<file path="config.mk">
export PLATFORM = sky130hd
export DESIGN_NAME = csv_bounds
export DESIGN_NICKNAME = d
export VERILOG_FILES = /design/src/rtl/csv_pkg.sv /design/src/rtl/csv_bounds.sv
export SDC_FILE = /design/constraint.sdc
export NUM_CORES = 1
export LEC_CHECK = 0
export ABC_AREA = 1
export CELL_PAD_IN_SITES_DETAIL_PLACEMENT = 1
export CELL_PAD_IN_SITES_GLOBAL_PLACEMENT = 1
export CORE_UTILIZATION = 35
export CTS_BUF_LIST = sky130_fd_sc_hd__clkbuf_16
export DETAILED_ROUTE_END_ITERATION = 12
export DONT_BUFFER_PORTS = 1
export MAX_ROUTING_LAYER = met4
export PLACE_DENSITY = 0.65
export SETUP_SLACK_MARGIN = 0.5
export SLEW_MARGIN = 25
export SYNTH_ARGS = -nofsm -noshare
export SYNTH_HDL_FRONTEND = slang
export SYNTH_SLANG_ARGS = --single-unit
</file>
<file path="constraint.sdc">
create_clock -name clk -period 2.3 [get_ports clk]
set_input_delay 0.23 -clock clk [delete_from_list [all_inputs] [get_ports clk]]
set_output_delay 0.23 -clock clk [all_outputs]
set_load 0.01 [all_outputs]
</file>
<file path="src/rtl/csv_pkg.sv">
// ----------------------------------------------------------------------------
// csv_pkg - shared types and constants for the clip-space visibility core
// Coordinate format, pipeline latencies and the failing-axis codes.
// ----------------------------------------------------------------------------
`default_nettype none

package csv_pkg;

    localparam int FRAC_BITS_DEF = 16;
    localparam int COORD_W       = 32;
    localparam int MAT_REGS      = 8;
    localparam int CFG_IDX_W     = 4;
    localparam int CFG_W         = 64;
    localparam int PROD_W        = 2 * COORD_W;
    localparam int BOUND_W       = COORD_W + 2;

    // pipeline depths of the three sections
    localparam int XF_LAT  = 3;
    localparam int DIV_LAT = COORD_W + 3;
    localparam int BND_LAT = 2;

    typedef logic signed [COORD_W-1:0] coord_t;

    typedef enum logic [1:0] {
        AXIS_NONE = 2'd0,
        AXIS_X    = 2'd1,
        AXIS_Y    = 2'd2,
        AXIS_Z    = 2'd3
    } axis_t;

endpackage

`default_nettype wire

</file>
<file path="src/rtl/csv_bounds.sv">
// ----------------------------------------------------------------------------
// csv_bounds - widened clip-volume test
// Forms the margin bounds, then compares x, y, z and picks the first failure.
// ----------------------------------------------------------------------------
`default_nettype none

module csv_bounds #(
    parameter int FRAC_BITS = csv_pkg::FRAC_BITS_DEF
) (
    input  wire logic                   clk,
    input  wire logic                   advance,
    input  wire csv_pkg::coord_t [2:0]  coord,
    input  wire csv_pkg::coord_t        margin,
    output logic                        in_view,
    output csv_pkg::axis_t              failing_axis
);

    localparam int BW = csv_pkg::BOUND_W;
    localparam logic signed [BW-1:0] ONE = BW'(1) <<< FRAC_BITS;

    logic signed [BW-1:0]   lo_xy_reg;
    logic signed [BW-1:0]   hi_reg;
    logic signed [BW-1:0]   lo_z_reg;
    csv_pkg::coord_t [2:0]  coord_reg;
    csv_pkg::axis_t         axis_next;
    csv_pkg::axis_t         axis_reg;

    always_ff @(posedge clk)
    begin
        if (advance)
        begin
            lo_xy_reg <= -ONE - BW'(margin);
            hi_reg    <= ONE + BW'(margin);
            lo_z_reg  <= -BW'(margin);
            coord_reg <= coord;
        end
    end

    always_comb
    begin
        if (BW'(coord_reg[0]) < lo_xy_reg || BW'(coord_reg[0]) > hi_reg)
            axis_next = csv_pkg::AXIS_X;
        else if (BW'(coord_reg[1]) < lo_xy_reg || BW'(coord_reg[1]) > hi_reg)
            axis_next = csv_pkg::AXIS_Y;
        else if (BW'(coord_reg[2]) < lo_z_reg || BW'(coord_reg[2]) > hi_reg)
            axis_next = csv_pkg::AXIS_Z;
        else
            axis_next = csv_pkg::AXIS_NONE;
    end

    always_ff @(posedge clk)
    begin
        if (advance)
        begin
            axis_reg <= axis_next;
        end
    end

    assign failing_axis = axis_reg;
    assign in_view      = (axis_reg == csv_pkg::AXIS_NONE);

endmodule

`default_nettype wire

</file>
==> summary.md <==
| Metric | Value |
|---|---|
| CTS root buffer | clkbuf_16 |
| Startpoint types | flip-flop |
| Mux cell area share after synthesis | 0.08333% |
| Worst-Margin Slew | 0.4166 ns |
| Area share of the largest cell type after synthesis | 45.25% |
| Clk_lat worst skew | 0.46 ns |
| Cell taking the most area after synthesis | edfxtp_1 |
| GRT Total Usage | 20.75% |
| First-pass GRT wire length | 53.05 mm |
| Total Wirelength | 34.80 mm |
| Vias in the first global route | 9694 |
| P_leak | 6.641 nW |
| R2R Path Start | lo_xy_reg[3] |
| Fin. Hold Viols | 19 |
| IO Port Bufs | 0 |
| Drt pass-1 iters | 4 |
| Period utilization | 93.20% |
| Post-synth EDFFs | 181 |
| # clock sinks | 181 |
| Mapped Area | 12010 µm² |
| R2R depth | 16 |
| Worst-path maximum fanout | 2 |
| R2r setup slk | 0.16 ns |
| Min-delay src | advance |
| Synth area leaders | edfxtp_1, ha_1, nand2_1 |
| Row count | 67 |
| Die Y | 187.3 µm |
| Xor-xnor portion of the synthesized cell area | 3.938% |
| Cts bufs inserted | 17 |
| Final Net Count | 1733 |
| Routed via count | 8938 |
| Hold/Removal Path Class | in -> reg |
| Setup_tns | 0 ns |
| Remaining Overflow, GRT | 0 |
| Peak VDD IR | 0.5300 mV |
| Synth Area in Compound Gates | 5.563% |
| Top-count cell post-synth | nand2_1 |
| Max FFs per register | 96 |
| RD Place Congestion | 0.7934 |
| WL/cell | 18.64 µm |
| Warnings, synthesis | 0 |
| Adder-cell share of the synthesized area | 20.73% |
| Sequential share of the synthesized area | 45.25% |
| Die Width | 187.3 µm |
| Max-slew headroom | 72.12% |
| Syn_area_per_cell | 9.625 µm² |
| Period minus WS final | 2.143 ns |
| CP arrival | 2.35 ns |
| Max Cap Violations | 0 |
| RSZ-0062 raised after global routing | yes |
| Main synth FF type | edfxtp_1 |
| Post-synth top cells | nand2_1, ha_1, inv_1 |
| CP Capture Type | flip-flop |
| Die area | 35060 µm² |
| Failing checks | hold timing |
| Worst reg2reg path endpoint | failing_axis[1] |
| Cell count of the worst hold path | 0 |
| Number of hold buffers added after CTS | 126 |
| Synth Instances | 1248 |
| Drt drc | 0 |
| Power Density | 609.2 nW/µm² |
| Share of synthesized registers carrying an async set or reset | 0% |
| Layout area overhead | 24.20% |
| Worst Path Required | 2.51 ns |
| Vias per std cell | 4.787 |
| Crit path kind | reg -> reg |
| Syn nets | 1577 |
| Starting Density | 35.73% |
| Hold_ws | -0.1146 ns |
| Core Box Area | 33620 µm² |
| Layout cells sized above 1 | 12.35% |
| Remaining antenna violation count after routing | 0 |
| Clock Tree Buf Depth | 2 |
| DR iter-0 viols | 364 |
| Largest family of logic cells by synthesized area | adder cells |
| Yosys reg bits | 181 |
| Worst min-delay path endpoint | coord_reg[82] |
| Worst-path clk slew | 0.08 ns |
| Status | finished with violations |
| Post-DP HPWL | 26.27 mm |
| Htree depth | 4 |
| Worst Skew | 0.02236 ns |
| Max-slew violations | 0 |
| Post-Synth Simple-Gate Area | 17.95% |
| Distinct cell type count after synthesis | 38 |
| Initial antenna violation count | 2 |
| Setup-failing EPs final | 0 |
| Peak Freq | 466.5 MHz |
| Largest net degree at the start of global routing | 182 |
| TritonCTS clock tree | yes |
| # IOs | 133 |
## worst max-delay path by stage
| stage | slack, ns | endpoint | from | cells after the start |
|---|---|---|---|---|
| detailed placement | -0.13 | failing_axis[0] | coord_reg[17] | 10 |
| floorplan | 0.44 | failing_axis[1] | coord_reg[95] | 14 |
| CTS | 0.16 | failing_axis[1] | coord_reg[63] | 15 |
| global route | 0.04 | failing_axis[1] | coord_reg[53] | 15 |
| finish | 0.16 | failing_axis[1] | lo_xy_reg[3] | 16 |
| global placement | -0.11 | failing_axis[0] | coord_reg[17] | 10 |
## per-layer routing
metal  track usage (%)  up-vias  wire length [µm]
li1                  -     4472                 -
met1             25.91     4325             16010
met2             34.50      121             17260
met3             4.109       20              1176
met4             4.792        0               356
met5                 -        -                 0
## worst max-delay path, stage by stage, from the launching register on
cell	delay, ns
edfxtp_1	0.32
inv_1	0.05
buf_4	0.15
ha_1	0.33
nand2_2	0.09
nor2_4	0.12
nand3_1	0.10
nor2_2	0.14
nand2_1	0.06
nand2_1	0.05
nor2_1	0.05
nand2_1	0.07
nand2_1	0.05
nand2_1	0.09
nand2_2	0.09
nor2_2	0.10
nor2_1	0.04
## logic make-up after synthesis
family	after synthesis
mux	1
buf+inv	203
simple gates	491
xor+xnor	54
flops	181
compound gates	119
fa+ha+maj	199
## report_power, final
group | switching (mW) | internal, mW
registers | 0.167 | 3.94
logic | 1.13 | 0.846
clock network | 1.54 | 1.46
## repair_timing
action                                  in CTS  in global routing
pin swaps                                   15                 18
endpoints found under the setup margin       2                  2
setup buffers                                3                  2
endpoints found under the hold margin      330                 69
gates resized for setup                     45                 58
## layout make-up
type                       instances  area, µm²
antenna                            2      5.005
sequential                       181       5435
inverter                         194      728.2
timing repair buffer             146       1419
multi-input combinational        864       6183
clock buffer                      17      425.4
clock inverter                    15      161.4
fill                            3746      18700
tap                              448      560.5
## per-stage QoR
stage | power, mW | cells | cell area, µm² | worst slack [ns] | utilization [%]
4_1_cts | 9.036 | 1863 | 14700 | 0.1560 | 43.73
6_report | 9.088 | 1867 | 14920 | 0.1565 | 44.38
3_3_place_gp | 5.671 | 1702 | 12630 | -0.1078 | 37.58
3_5_place_dp | 5.764 | 1702 | 12630 | -0.1345 | 37.58
2_1_floorplan | 5.246 | 1248 | 12010 | 0.4399 | -
5_1_grt | 9.560 | 1867 | 14920 | 0.03786 | 44.38
## cells in the final DEF (no fill, tap or decap), drive strengths merged
master / instances
and2: 1
nand4: 12
o211ai: 2
ha: 199
nor3: 13
nor4: 5
a41oi: 1
xnor2: 10
edfxtp: 181
a31oi: 3
a21oi: 75
nand3: 29
and3: 1
nand2: 297
o21ai: 14
nor3b: 1
o21bai: 5
o21a: 2
a21boi: 5
clkinvlp: 2
clkinv: 4
dlygate4sd3: 126
xor2: 44
a21o: 12
nand3b: 1
clkbuf: 17
nor2: 131
inv: 203
buf: 20
mux2i: 1
diode: 2
Power figures use the tool's default switching activity.
